--- src/design/fdcd_pkg.sv ---
// ----------------------------------------------------------------------------
// fdcd_pkg: shared types and constants for the frame difference cut detector
// Register indexes, field widths, reset values and the controller/datapath
// command and status bundles.
// ----------------------------------------------------------------------------
package fdcd_pkg;

    // Field widths
    localparam int CHAN_W   = 8;
    localparam int FIDX_W   = 24;
    localparam int THR_W    = 10;
    localparam int PCNT_W   = 23;
    localparam int FMS_W    = 27;
    localparam int ID_W     = 24;
    localparam int MS_W     = 32;
    localparam int SCORE_W  = 10;
    localparam int SUM_W    = 32;
    localparam int PX_W     = 10;
    localparam int PROD_W   = FIDX_W + FMS_W;
    localparam int FRAC_W   = 16;
    localparam int REM_W    = 22;
    localparam int CFG_IDX_W  = 2;
    localparam int CFG_DATA_W = 27;
    localparam int IN_DATA_W  = 72;
    localparam int OUT_DATA_W = 72;

    // Limits
    localparam logic [PCNT_W-1:0]  MAX_PIXELS = PCNT_W'(4194304);
    localparam logic [SCORE_W-1:0] SCORE_MAX  = SCORE_W'(765);
    localparam logic [ID_W-1:0]    ID_MAX     = '1;

    // Division steps (one quotient bit per cycle)
    localparam int DIV_STEPS = SUM_W;
    localparam int CNT_W     = $clog2(DIV_STEPS);

    // Register reset values
    localparam logic [THR_W-1:0]  THR_RESET  = THR_W'(60);
    localparam logic [PCNT_W-1:0] PCNT_RESET = PCNT_W'(307200);
    localparam logic [FMS_W-1:0]  FMS_RESET  = FMS_W'(2621440);

    // Register indexes
    typedef enum logic [CFG_IDX_W-1:0] {
        REG_CUT_THRESHOLD = 2'd0,
        REG_PIXEL_COUNT   = 2'd1,
        REG_FRAME_MS_Q16  = 2'd2
    } cfg_reg_t;

    // Controller states
    typedef enum logic [2:0] {
        ST_ACCUM,
        ST_DIV,
        ST_SCORE,
        ST_EVAL,
        ST_EMIT
    } state_t;

    typedef struct packed {
        logic in_ready;
        logic div_step;
        logic score_load;
        logic eval_en;
        logic emit_en;
    } cmd_t;

    typedef struct packed {
        logic last_accept;
        logic cut;
        logic out_free;
    } status_t;

endpackage

--- src/design/fdcd_ctrl.sv ---
// ----------------------------------------------------------------------------
// fdcd_ctrl: sequencing controller
// Steps through pixel accumulation, the bit-serial divide, scoring, the cut
// decision and the hand-off of a cut record to the output register.
// ----------------------------------------------------------------------------
module fdcd_ctrl
    import fdcd_pkg::*;
(
    input  logic    clk,
    input  logic    rst_n,
    input  status_t status,
    output cmd_t    cmd
);

    state_t            state_reg, state_next;
    logic [CNT_W-1:0]  cnt_reg, cnt_next;

    // State and divide step counter
    always_ff @(posedge clk or negedge rst_n)
    begin
        if (!rst_n)
        begin
            state_reg <= ST_ACCUM;
            cnt_reg   <= '0;
        end
        else
        begin
            state_reg <= state_next;
            cnt_reg   <= cnt_next;
        end
    end

    // Next state
    always_comb
    begin
        state_next = state_reg;
        cnt_next   = cnt_reg;
        unique case (state_reg)
            ST_ACCUM:
            begin
                cnt_next = '0;
                if (status.last_accept)
                    state_next = ST_DIV;
            end
            ST_DIV:
            begin
                cnt_next = cnt_reg + 1'b1;
                if (cnt_reg == CNT_W'(DIV_STEPS - 1))
                    state_next = ST_SCORE;
            end
            ST_SCORE:
                state_next = ST_EVAL;
            ST_EVAL:
                state_next = status.cut ? ST_EMIT : ST_ACCUM;
            ST_EMIT:
            begin
                if (status.out_free)
                    state_next = ST_ACCUM;
            end
            default:
                state_next = ST_ACCUM;
        endcase
    end

    // Commands
    always_comb
    begin
        cmd = '0;
        unique case (state_reg)
            ST_ACCUM: cmd.in_ready   = 1'b1;
            ST_DIV:   cmd.div_step   = 1'b1;
            ST_SCORE: cmd.score_load = 1'b1;
            ST_EVAL:  cmd.eval_en    = 1'b1;
            ST_EMIT:  cmd.emit_en    = status.out_free;
            default:  cmd = '0;
        endcase
    end

    // A frame end always starts a fresh divide
    assert property (@(posedge clk) disable iff (!rst_n)
        (state_reg == ST_ACCUM && status.last_accept) |=>
            (state_reg == ST_DIV && cnt_reg == '0))
        else $error("divide did not start cleanly after frame end");

    // The divide runs its full step count before scoring
    assert property (@(posedge clk) disable iff (!rst_n)
        (state_reg == ST_SCORE) |-> ($past(state_reg) == ST_DIV &&
            $past(cnt_reg) == CNT_W'(DIV_STEPS - 1)))
        else $error("scoring entered before divide finished");

    // No record is produced for a frame without a cut
    assert property (@(posedge clk) disable iff (!rst_n)
        (state_reg == ST_EVAL && !status.cut) |=> (state_reg == ST_ACCUM))
        else $error("non-cut frame did not return to accumulation");

    // A pending record is handed over as soon as the output slot frees
    assert property (@(posedge clk) disable iff (!rst_n)
        (state_reg == ST_EMIT && status.out_free) |-> cmd.emit_en)
        else $error("record not loaded into free output slot");

endmodule

--- src/design/fdcd_dp.sv ---
// ----------------------------------------------------------------------------
// fdcd_dp: datapath
// Configuration registers, saturating difference accumulator, restoring
// divider, score and cut logic, start time multiply and output register.
// ----------------------------------------------------------------------------
module fdcd_dp
    import fdcd_pkg::*;
(
    input  logic                   clk,
    input  logic                   rst_n,
    input  cmd_t                   cmd,
    output status_t                status,
    input  logic                   cfg_we,
    input  logic [CFG_IDX_W-1:0]   cfg_index,
    input  logic [CFG_DATA_W-1:0]  cfg_data,
    input  logic                   s_tvalid,
    input  logic [IN_DATA_W-1:0]   s_tdata,
    input  logic                   s_tlast,
    output logic                   m_tvalid,
    input  logic                   m_tready,
    output logic [OUT_DATA_W-1:0]  m_tdata
);

    logic [THR_W-1:0]   thr_reg;
    logic [PCNT_W-1:0]  pcnt_reg;
    logic [FMS_W-1:0]   fms_reg;

    logic [SUM_W-1:0]   sum_reg, sum_next;
    logic [SUM_W-1:0]   quo_reg;
    logic [REM_W-1:0]   rem_reg;
    logic [PCNT_W-1:0]  divisor_reg;
    logic [FIDX_W-1:0]  fidx_reg;
    logic [SCORE_W-1:0] score_reg, last_score_reg;
    logic [PROD_W-1:0]  prod_reg;
    logic [ID_W-1:0]    shot_cnt_reg;

    logic               out_valid_reg;
    logic [ID_W-1:0]    out_id_reg;
    logic [MS_W-1:0]    out_ms_reg;
    logic [SCORE_W-1:0] out_score_reg;

    logic               in_accept;
    logic [CHAN_W-1:0]  d_red, d_green, d_blue;
    logic [PX_W-1:0]    px;
    logic [SUM_W:0]     sum_ext;
    logic [PCNT_W-1:0]  divisor;
    logic [REM_W:0]     trial;
    logic               trial_ge;
    logic [SCORE_W-1:0] score_sat;
    logic [SCORE_W-1:0] change;
    logic [MS_W-1:0]    ms_sat;

    // Configuration writes; unknown indexes are dropped
    always_ff @(posedge clk or negedge rst_n)
    begin
        if (!rst_n)
        begin
            thr_reg  <= THR_RESET;
            pcnt_reg <= PCNT_RESET;
            fms_reg  <= FMS_RESET;
        end
        else if (cfg_we)
        begin
            unique case (cfg_index)
                REG_CUT_THRESHOLD: thr_reg  <= cfg_data[THR_W-1:0];
                REG_PIXEL_COUNT:   pcnt_reg <= cfg_data[PCNT_W-1:0];
                REG_FRAME_MS_Q16:  fms_reg  <= cfg_data[FMS_W-1:0];
                default:           ;
            endcase
        end
    end

    // Per-pixel absolute channel differences
    function automatic logic [CHAN_W-1:0] absdiff(input logic [CHAN_W-1:0] a,
                                                  input logic [CHAN_W-1:0] b);
        absdiff = (a > b) ? a - b : b - a;
    endfunction

    assign in_accept = s_tvalid && cmd.in_ready;
    assign d_red     = absdiff(s_tdata[7:0],   s_tdata[31:24]);
    assign d_green   = absdiff(s_tdata[15:8],  s_tdata[39:32]);
    assign d_blue    = absdiff(s_tdata[23:16], s_tdata[47:40]);
    assign px        = PX_W'(d_red) + PX_W'(d_green) + PX_W'(d_blue);

    // Saturating accumulate, including the last pixel of the frame
    assign sum_ext  = {1'b0, sum_reg} + (SUM_W+1)'(px);
    assign sum_next = sum_ext[SUM_W] ? '1 : sum_ext[SUM_W-1:0];

    // Clamp the divisor into one to the frame size limit
    always_comb
    begin
        if (pcnt_reg == '0)
            divisor = PCNT_W'(1);
        else if (pcnt_reg > MAX_PIXELS)
            divisor = MAX_PIXELS;
        else
            divisor = pcnt_reg;
    end

    // Restoring divide step: one quotient bit per cycle
    assign trial    = {rem_reg, quo_reg[SUM_W-1]};
    assign trial_ge = trial >= divisor_reg;

    always_ff @(posedge clk or negedge rst_n)
    begin
        if (!rst_n)
            sum_reg <= '0;
        else if (in_accept)
            sum_reg <= s_tlast ? '0 : sum_next;
    end

    always_ff @(posedge clk)
    begin
        if (in_accept && s_tlast)
        begin
            quo_reg     <= sum_next;
            rem_reg     <= '0;
            divisor_reg <= divisor;
            fidx_reg    <= s_tdata[71:48];
        end
        else if (cmd.div_step)
        begin
            quo_reg <= {quo_reg[SUM_W-2:0], trial_ge};
            rem_reg <= trial_ge ? REM_W'(trial - divisor_reg) : trial[REM_W-1:0];
        end
    end

    // Score with saturation, and the start time product
    assign score_sat = (quo_reg > SUM_W'(SCORE_MAX)) ? SCORE_MAX : quo_reg[SCORE_W-1:0];

    always_ff @(posedge clk)
    begin
        if (cmd.score_load)
        begin
            score_reg <= score_sat;
            prod_reg  <= PROD_W'(fidx_reg) * PROD_W'(fms_reg);
        end
    end

    // Cut decision against the previous frame's score
    assign change     = (score_reg > last_score_reg) ? score_reg - last_score_reg
                                                     : last_score_reg - score_reg;
    assign status.cut = (change > thr_reg) && (score_reg > thr_reg);

    always_ff @(posedge clk or negedge rst_n)
    begin
        if (!rst_n)
        begin
            last_score_reg <= '0;
            shot_cnt_reg   <= '0;
        end
        else if (cmd.eval_en)
        begin
            last_score_reg <= score_reg;
            if (status.cut && shot_cnt_reg != ID_MAX)
                shot_cnt_reg <= shot_cnt_reg + 1'b1;
        end
    end

    // Drop the fraction and saturate the start time
    assign ms_sat = (prod_reg[PROD_W-1:FRAC_W+MS_W] != '0) ? '1
                                                           : prod_reg[FRAC_W+MS_W-1:FRAC_W];

    // Output register
    always_ff @(posedge clk or negedge rst_n)
    begin
        if (!rst_n)
            out_valid_reg <= 1'b0;
        else if (cmd.emit_en)
            out_valid_reg <= 1'b1;
        else if (m_tready)
            out_valid_reg <= 1'b0;
    end

    always_ff @(posedge clk)
    begin
        if (cmd.emit_en)
        begin
            out_id_reg    <= shot_cnt_reg;
            out_ms_reg    <= ms_sat;
            out_score_reg <= score_reg;
        end
    end

    assign status.last_accept = in_accept && s_tlast;
    assign status.out_free    = !out_valid_reg || m_tready;

    assign m_tvalid = out_valid_reg;
    assign m_tdata  = {(OUT_DATA_W-ID_W-MS_W-SCORE_W)'(0), out_score_reg, out_ms_reg,
                       out_id_reg};

    // The running sum restarts after every frame end
    assert property (@(posedge clk) disable iff (!rst_n)
        status.last_accept |=> (sum_reg == '0))
        else $error("frame sum not cleared after last pixel");

    // A held record is never overwritten
    assert property (@(posedge clk) disable iff (!rst_n)
        (out_valid_reg && !m_tready) |=> ($stable(out_id_reg) && $stable(out_ms_reg)
            && $stable(out_score_reg)))
        else $error("pending record changed under stall");

endmodule

--- src/design/frame_difference_cut_detector_core.sv ---
// ----------------------------------------------------------------------------
// frame_difference_cut_detector_core: shot boundary detector
// Scores each frame by its mean absolute RGB difference to the previous one
// and emits a cut record when score and score change exceed a threshold.
//
//   Channel  Handshake          Payload
//   s_*      s_tvalid/s_tready  tdata: cur_red, cur_green, cur_blue, old_red,
//                               old_green, old_blue, frame_index; tlast: last_pixel
//   m_*      m_tvalid/m_tready  tdata: shot_id, start_ms, shot_score
//   cfg_*    cfg_we             cfg_index 0..2, cfg_data
//
// Pixels are taken one per cycle while s_tready is high. The last pixel of a
// frame starts the restoring divide, then score/multiply and the cut decision
// follow; a cut frame adds the record hand-off. s_tready is low from the
// frame end until that sequence finishes; a record still waiting in the
// output register holds the next cut frame in its hand-off, with s_tready low.
// Reset restores register defaults and clears sum, last score and shot count.
// ----------------------------------------------------------------------------
module frame_difference_cut_detector_core
    import fdcd_pkg::*;
(
    input  logic                   clk,
    input  logic                   rst_n,
    input  logic                   cfg_we,
    input  logic [CFG_IDX_W-1:0]   cfg_index,
    input  logic [CFG_DATA_W-1:0]  cfg_data,
    input  logic                   s_tvalid,
    output logic                   s_tready,
    // [7:0] cur_red, [15:8] cur_green, [23:16] cur_blue, [31:24] old_red,
    // [39:32] old_green, [47:40] old_blue, [71:48] frame_index
    input  logic [IN_DATA_W-1:0]   s_tdata,
    input  logic                   s_tlast,
    output logic                   m_tvalid,
    input  logic                   m_tready,
    // [23:0] shot_id, [55:24] start_ms, [65:56] shot_score, [71:66] zero
    output logic [OUT_DATA_W-1:0]  m_tdata
);

    cmd_t    cmd;
    status_t status;

    fdcd_ctrl u_ctrl (
        .clk    (clk),
        .rst_n  (rst_n),
        .status (status),
        .cmd    (cmd)
    );

    fdcd_dp u_dp (
        .clk       (clk),
        .rst_n     (rst_n),
        .cmd       (cmd),
        .status    (status),
        .cfg_we    (cfg_we),
        .cfg_index (cfg_index),
        .cfg_data  (cfg_data),
        .s_tvalid  (s_tvalid),
        .s_tdata   (s_tdata),
        .s_tlast   (s_tlast),
        .m_tvalid  (m_tvalid),
        .m_tready  (m_tready),
        .m_tdata   (m_tdata)
    );

    assign s_tready = cmd.in_ready;

endmodule
--- config.mk ---
export PLATFORM = sky130hd
export DESIGN_NAME = frame_difference_cut_detector_core
export DESIGN_NICKNAME = d
export VERILOG_FILES = /design/src/design/fdcd_pkg.sv /design/src/design/fdcd_ctrl.sv /design/src/design/fdcd_dp.sv /design/src/design/frame_difference_cut_detector_core.sv
export SDC_FILE = /design/constraint.sdc
export NUM_CORES = 2
export LEC_CHECK = 0
export BUFFER_PORTS_ARGS = -buffer_cell sky130_fd_sc_hd__buf_4
export CORE_MARGIN = 2
export CORE_UTILIZATION = 59
export CTS_BUF_LIST = sky130_fd_sc_hd__clkbuf_2 sky130_fd_sc_hd__clkbuf_4 sky130_fd_sc_hd__clkbuf_8
export CTS_CLUSTER_SIZE = 8
export DETAILED_ROUTE_END_ITERATION = 10
export HOLD_SLACK_MARGIN = 0.08
export PLACE_DENSITY = 0.8
export SETUP_SLACK_MARGIN = 0.05
export SYNTH_ARGS = -nofsm -noshare
export SYNTH_HDL_FRONTEND = slang
export SYNTH_SLANG_ARGS = --single-unit
--- constraint.sdc ---
create_clock -name clk -period 6.8 [get_ports clk]
set_clock_uncertainty 0.05 [all_clocks]
set_input_delay 2.04 -clock clk [delete_from_list [all_inputs] [get_ports clk]]
set_output_delay 2.04 -clock clk [all_outputs]
set_load 0.01 [all_outputs]
After elaboration in Yosys (flattened, before gate mapping)
Cells that the tools add are included.
W data, S select, Z words.
{ "totals": {"wordCells": 96, "output_inout_bits": 74, "reg_bits": 363, "in_bits": 107} }
{ "op_classes": {"multipliers": 1, "n_addsub": 14, "mux": 23, "magnitude_cmp": 9, "n_eq_ne": 11, "n_reduce_logical": 19} }
{ "ops": {"columns": ["operator", "count"], "rows": [
  ["$mux W32", 4],
  ["$mul A24 B27 Y51", 1],
  ["$sub A8 B8 Y8", 6],
  ["$add A32 B10 Y33", 1],
  ["$gt A32 B10 Y1 const B", 1],
  ["$gt A10 B10 Y1", 3],
  ["$add A24 B1 Y24 const B", 1],
  ["$gt A8 B8 Y1", 3],
  ["$mux W8", 3],
  ["$ne A24 B24 Y1 const B", 1],
  ["$ge A23 B23 Y1", 1],
  ["$gt A23 B23 Y1 const B", 1],
  ["$logic_not A23 Y1", 1],
  ["$mux W23", 1],
  ["$mux W22", 1],
  ["$sub A22 B22 Y22", 1],
  ["$sub A10 B10 Y10", 2],
  ["$pmux W3 S5", 1],
  ["$mux W3", 4],
  ["$add A10 B8 Y10", 1],
  ["$mux W10", 1],
  ["$pmux W5 S2", 1],
  ["$add A8 B8 Y9", 1],
  ["$reduce_and A2 Y1", 4],
  ["other kinds (19)", 32]
]} }

Logic depth before layout (Yosys ltp)
{ "depth": {"ltp_word": 7, "depth_mapped": 36, "ltp_nobuf": 34} }

Hierarchy
From an unflattened synthesis, not the netlist that was laid out.
{ "unflattened": {"cells_unflattened": 3907, "area_unflattened_um2": 38863.5} }
{ "by_module_without_submodules": {"columns": ["mod", "cells_each", "area_per_inst_um2", "seq_area_each_um2", "instances"], "rows": [
  ["fdcd_dp", 3859, 38403.1, 9336.5, 1],
  ["fdcd_ctrl", 48, 460.4, 200.2, 1]
]} }

Least setup slack after synthesis
Ideal clock, no wire load.
{ "synth_path": {"path_kind": "input to register", "from": "input port s_tdata[8]", "to": "register u_dp.quo_reg[27] (data pin)", "required_time_ps": 6581, "cell_stages": 32, "setup_slack_ps": -1304, "arrival_time_ps": 7885, "cell_sequence": "inv_1 -> ha_1 -> inv_1 -> fa_1 -> a21oi_1 -> o21bai_1 -> a21o_1 -> a21o_1 -> a21o_1 -> a21oi_2 -> nor2_1 -> mux2_2 -> inv_1 -> fa_1 -> inv_1 -> fa_1 -> a21o_1 -> a21oi_1 -> o21bai_1 -> a21oi_1 -> o21bai_1 -> a21oi_1 -> xnor2_1 -> ha_1 -> clkbuf_1 -> nand3_1 -> and2_1 -> a21boi_2 -> or4_1 -> buf_2 -> and3_1 -> o31ai_1"} }
{ "synth_via": {"elab_chain_cells": 7, "elab_cells_between_ends": 9, "cone_classes": "add/sub (5); order compare (1); mux (3)"} }
{ "synth_rtl": {"columns": ["item", "line", "text"], "rows": [
  ["start: declaration", "frame_difference_cut_detector_core.sv:31", "input logic [IN_DATA_W-1:0] s_tdata,"],
  ["$sub A8 B8 Y8 or $gt A8 B8 Y1 (tied branches)", "fdcd_dp.sv:76", "absdiff = (a > b) ? a - b : b - a;"],
  ["$mux W8 (*)", "fdcd_dp.sv:76", null],
  ["$add A8 B8 Y9 (*)", "fdcd_dp.sv:83", "assign px = PX_W'(d_red) + PX_W'(d_green) + PX_W'(d_blue);"],
  ["$add A10 B8 Y10 (*)", "fdcd_dp.sv:83", null],
  ["$add A32 B10 Y33 (*)", "fdcd_dp.sv:86", "assign sum_ext = {1'b0, sum_reg} + (SUM_W+1)'(px);"],
  ["$mux W32 (*)", "fdcd_dp.sv:87", "assign sum_next = sum_ext[SUM_W] ? '1 : sum_ext[SUM_W-1:0];"],
  ["$mux W32 (*)", "fdcd_dp.sv:114", "if (in_accept && s_tlast)"],
  ["end signal: assignment", "fdcd_dp.sv:116", "quo_reg <= sum_next;"],
  ["end signal: assignment", "fdcd_dp.sv:123", "quo_reg <= {quo_reg[SUM_W-2:0], trial_ge};"],
  ["end: declaration", "fdcd_dp.sv:29", "logic [SUM_W-1:0] quo_reg;"]
]} }
Mark *: on every way between the ends. The rest lies on a longest branch, timed or not.
A chain may end at the register's enable or synchronous reset.

Worst setup path after layout
{ "layout_path": {"from": "input port s_tdata[8]", "to": "register u_dp.sum_reg[29]"} }
{ "layout_via": {"elab_chain_cells": 7, "elab_cells_between_ends": 9, "cone_classes": "add/sub (5); order compare (1); mux (3)"} }
{ "layout_rtl": {"columns": ["item", "line", "text"], "rows": [
  ["$sub A8 B8 Y8 or $gt A8 B8 Y1 (tied branches)", "fdcd_dp.sv:76", null],
  ["$mux W8 (*)", "fdcd_dp.sv:76", null],
  ["$add A8 B8 Y9 (*)", "fdcd_dp.sv:83", null],
  ["$add A10 B8 Y10 (*)", "fdcd_dp.sv:83", null],
  ["$add A32 B10 Y33 (*)", "fdcd_dp.sv:86", null],
  ["$mux W32 (*)", "fdcd_dp.sv:87", null],
  ["$mux W32 (*)", "fdcd_dp.sv:109", "sum_reg <= s_tlast ? '0 : sum_next;"],
  ["end signal: assignment", "fdcd_dp.sv:109", null],
  ["end: declaration", "fdcd_dp.sv:28", "logic [SUM_W-1:0] sum_reg, sum_next;"]
]} }
Marks and branches as above.

==> results.md <==
* Capturing point of the worst reg2reg path: u_dp.prod_reg[50]
* Antenna violations before repair at 1
* Mux share of post-synthesis cell area at 2.54%
* Distinct cells, synth at 94
* DR vias at 30700
* Adder-cell share of the synthesized area at 38.2%
* Layout cell share with drive strength beyond 1 at 23.9%
* Skew-Pair Late Insertion Delay at 0.70 ns
* ANT nets after route at 0
* Hold Path Depth at 0
* Kind of critical path: in -> reg
* I/O Buffers at 174
* Hpwl dp at 75400 um
* R2R setup slack at -0.53 ns
* Status: complete, but fails checks
* DRC Markers at 0
* RSZ-0062 raised after global routing: yes
* CTS tree: built
* Final slew viol count at 0
* Final Setup Violations at 88
* Die area at 69000 um^2
* Worst min-delay path class: reg -> reg
* Avg Cell Area, Syn at 9.78 um^2
* Area Growth Syn to Fin at 21.9%
* Largest net degree at the start of global routing at 79
* Worst Hold Path EP: u_dp.out_id_reg[18]
* Detailed Route WL at 102000 um
* Max reg flops at 35
* Die height at 263 um
* Final worst path period need at 7.36 ns
* Clock transition at the registers of the reported paths at 0.07 ns
* Least-Margin Pin Slew at 1.21 ns
* Post-Syn Area at 39500 um^2
* Warnings, synthesis at 0
* Drt wl/cell at 18.6 um
* R2R depth at 25
* TritonRoute pass-1 iters at 8
* Asr flop ratio synth at 38.9%
* Area of the core at 66000 um^2
* DIE WIDTH at 263 um
* Largest family of logic cells by synthesized area: adder cells
* Critical R2R Launch: u_dp.fidx_reg[19]
* Num ports at 181
* Nets at 5525
* RePlAce Congestion at 0.925
* Post-synthesis compound-gate area fraction at 7.80%
* Slowest stage cell on the critical path: or4_4
* EDFF count, synth at 190
* CTS Sinks at 347
* Row cnt at 94
* Simple-gate portion of the synthesized area at 15.2%
* First DRT Iteration DRCs at 2279
* CP startpoint kind: input pin
* Arrival @ worst endpoint at 7.89 ns
* Critical Path End Type: flop
* Register area share after synthesis at 24.2%
* Top-count cell post-synth: inv_1
* Initial core utilization at 59.8%
* List of most frequent post-synthesis cells: inv_1 (766), fa_1 (559), nand2_1 (443)
* Most used cell, CP: buf_4
* Vias in the first global route at 32200
* Number of max-cap violations at 0
* Remaining global-route overflow at 0
* Cells after DPL at 5267
* CP Max Fanout at 8
* Fin. Hold Viols at 0
* # fillers at 4438
* Vias per cell at 5.62
* Slew margin rel. at 19.0%
* Post-synth top area share at 28.4%
* Critical Path RT at 7.33 ns
* Largest stage delay, worst path at 0.60 ns
* Hold_sp: u_dp.shot_cnt_reg[18]
* Synth Instances at 4036
* Max Root-Sink Buffers at 3
* Prevailing post-synth register cell: edfxtp_1
* Leading area contributor after synthesis: fa_1
* Global-route wire length before repair at 163000 um
* Top post-synthesis cells by area: fa_1 (28%), edfxtp_1 (14%), ha_1 (9.8%)
* Max Clk Rate at 136 MHz
* Post-Route Utilization at 72.9%
* Tcrit/Tclk final at 108%
* Yosys reg bits at 347
* H-Tree Depth at 2
* Root buffer cell: clkbuf_8
* Layout Cells excl Fill at 5468
* Failing checks: negative setup slack
* Post-Synth XOR/XNOR Area at 3.00%
* PnR worst setup slack at -0.560 ns
* TritonCTS Buffers at 60
* GRT Overall Usage at 29.4%
cells in the final DEF, fill, tap and decap left out, types with 39 or more instances in the layout:
cell type and instances:
nand2b_1 52, fa_1 535, ha_1 292, and2_1 339
buf_6 47, nand2_1 430, inv_1 737, o21ai_0 73
buf_12 39, buf_4 526, mux2_2 61, clkbuf_8 69
edfxtp_1 190, nor2_1 82, dfrtp_1 118, xnor2_1 90
nand3_1 42, a21o_1 73, a21oi_1 112
logic make-up (layout without fill, tap and decap cells):
family,Yosys count,after routing
AND/OR/NAND/NOR,1178,1178
buffers and inverters,940,1500
adder cells (fa/ha/maj),869,869
AO/OA/AOI/OAI,474,474
flip-flops,347,347
XOR/XNOR,135,135
multiplexers,92,92
other,1,9
metal layers:
metal	routed length (um)	track usage (%)
met1	38400	37.1
met2	51000	49.8
met3	7260	4.57
met4	5080	14.1
met5	0	0
timing repair:
item	in CTS	in global routing
pin swaps	161	76
resized for setup	238	119
endpoints found under the hold margin	0	0
setup endpoints to repair	95	95
setup buffers	69	17
gates cloned	6	0
hold buffers	0	0
stage by stage:
step	setup slack [ns]	cell area (um^2)	hold slack (ns)	setup TNS, ns
5_1_grt	-0.734	48100	0.419	-50.95
3_5_place_dp	-1.19	44600	0.382	-79.05
2_1_floorplan	-0.660	39800	0.375	-34.17
6_report	-0.560	48100	0.399	-31.99
3_3_place_gp	-0.997	44600	0.389	-63.71
4_1_cts	-0.459	47500	0.399	-21.28
worst max path at each step:
stage / from / to / slack (ns) / cells past startpoint
finish: s_tdata[8] / u_dp.sum_reg[29] / -0.56 / 36
global route: s_tdata[8] / u_dp.sum_reg[29] / -0.73 / 34
CTS: u_dp.fidx_reg[12] / u_dp.prod_reg[50] / -0.46 / 25
detailed placement: s_tdata[8] / u_dp.quo_reg[29] / -1.19 / 34
global placement: s_tdata[8] / u_dp.quo_reg[29] / -1.0 / 33
floorplan: s_tdata[8] / u_dp.sum_reg[15] / -0.66 / 32
worst max-delay path: cells and delay by family:
kind                     cells  cell delay, ns
AO/OA/AOI/OAI                6            0.69
XOR/XNOR                     3            0.42
adder cells (fa/ha/maj)      5            1.44
buffers and inverters       15            1.66
multiplexers                 1            0.19
AND/OR/NAND/NOR              6            1.44
layout make-up:
class | instances | area, um^2 | area share (%)
Clock inverter | 19 | 231 | 0.481
Clock buffer | 94 | 1140 | 2.37
Sequential cell | 347 | 9550 | 19.8
Inverter | 766 | 2890 | 6.01
Antenna cell | 3 | 7.51 | 0.0156
Tap cell | 864 | 1080 | 2.25
Timing Repair Buffer | 621 | 5450 | 11.3
Multi-Input combinational cell | 2754 | 27700 | 57.7
Power is left out: the tool's default activity adds up to more than one toggle a clock period on the data nets, which glitch-free logic cannot reach.
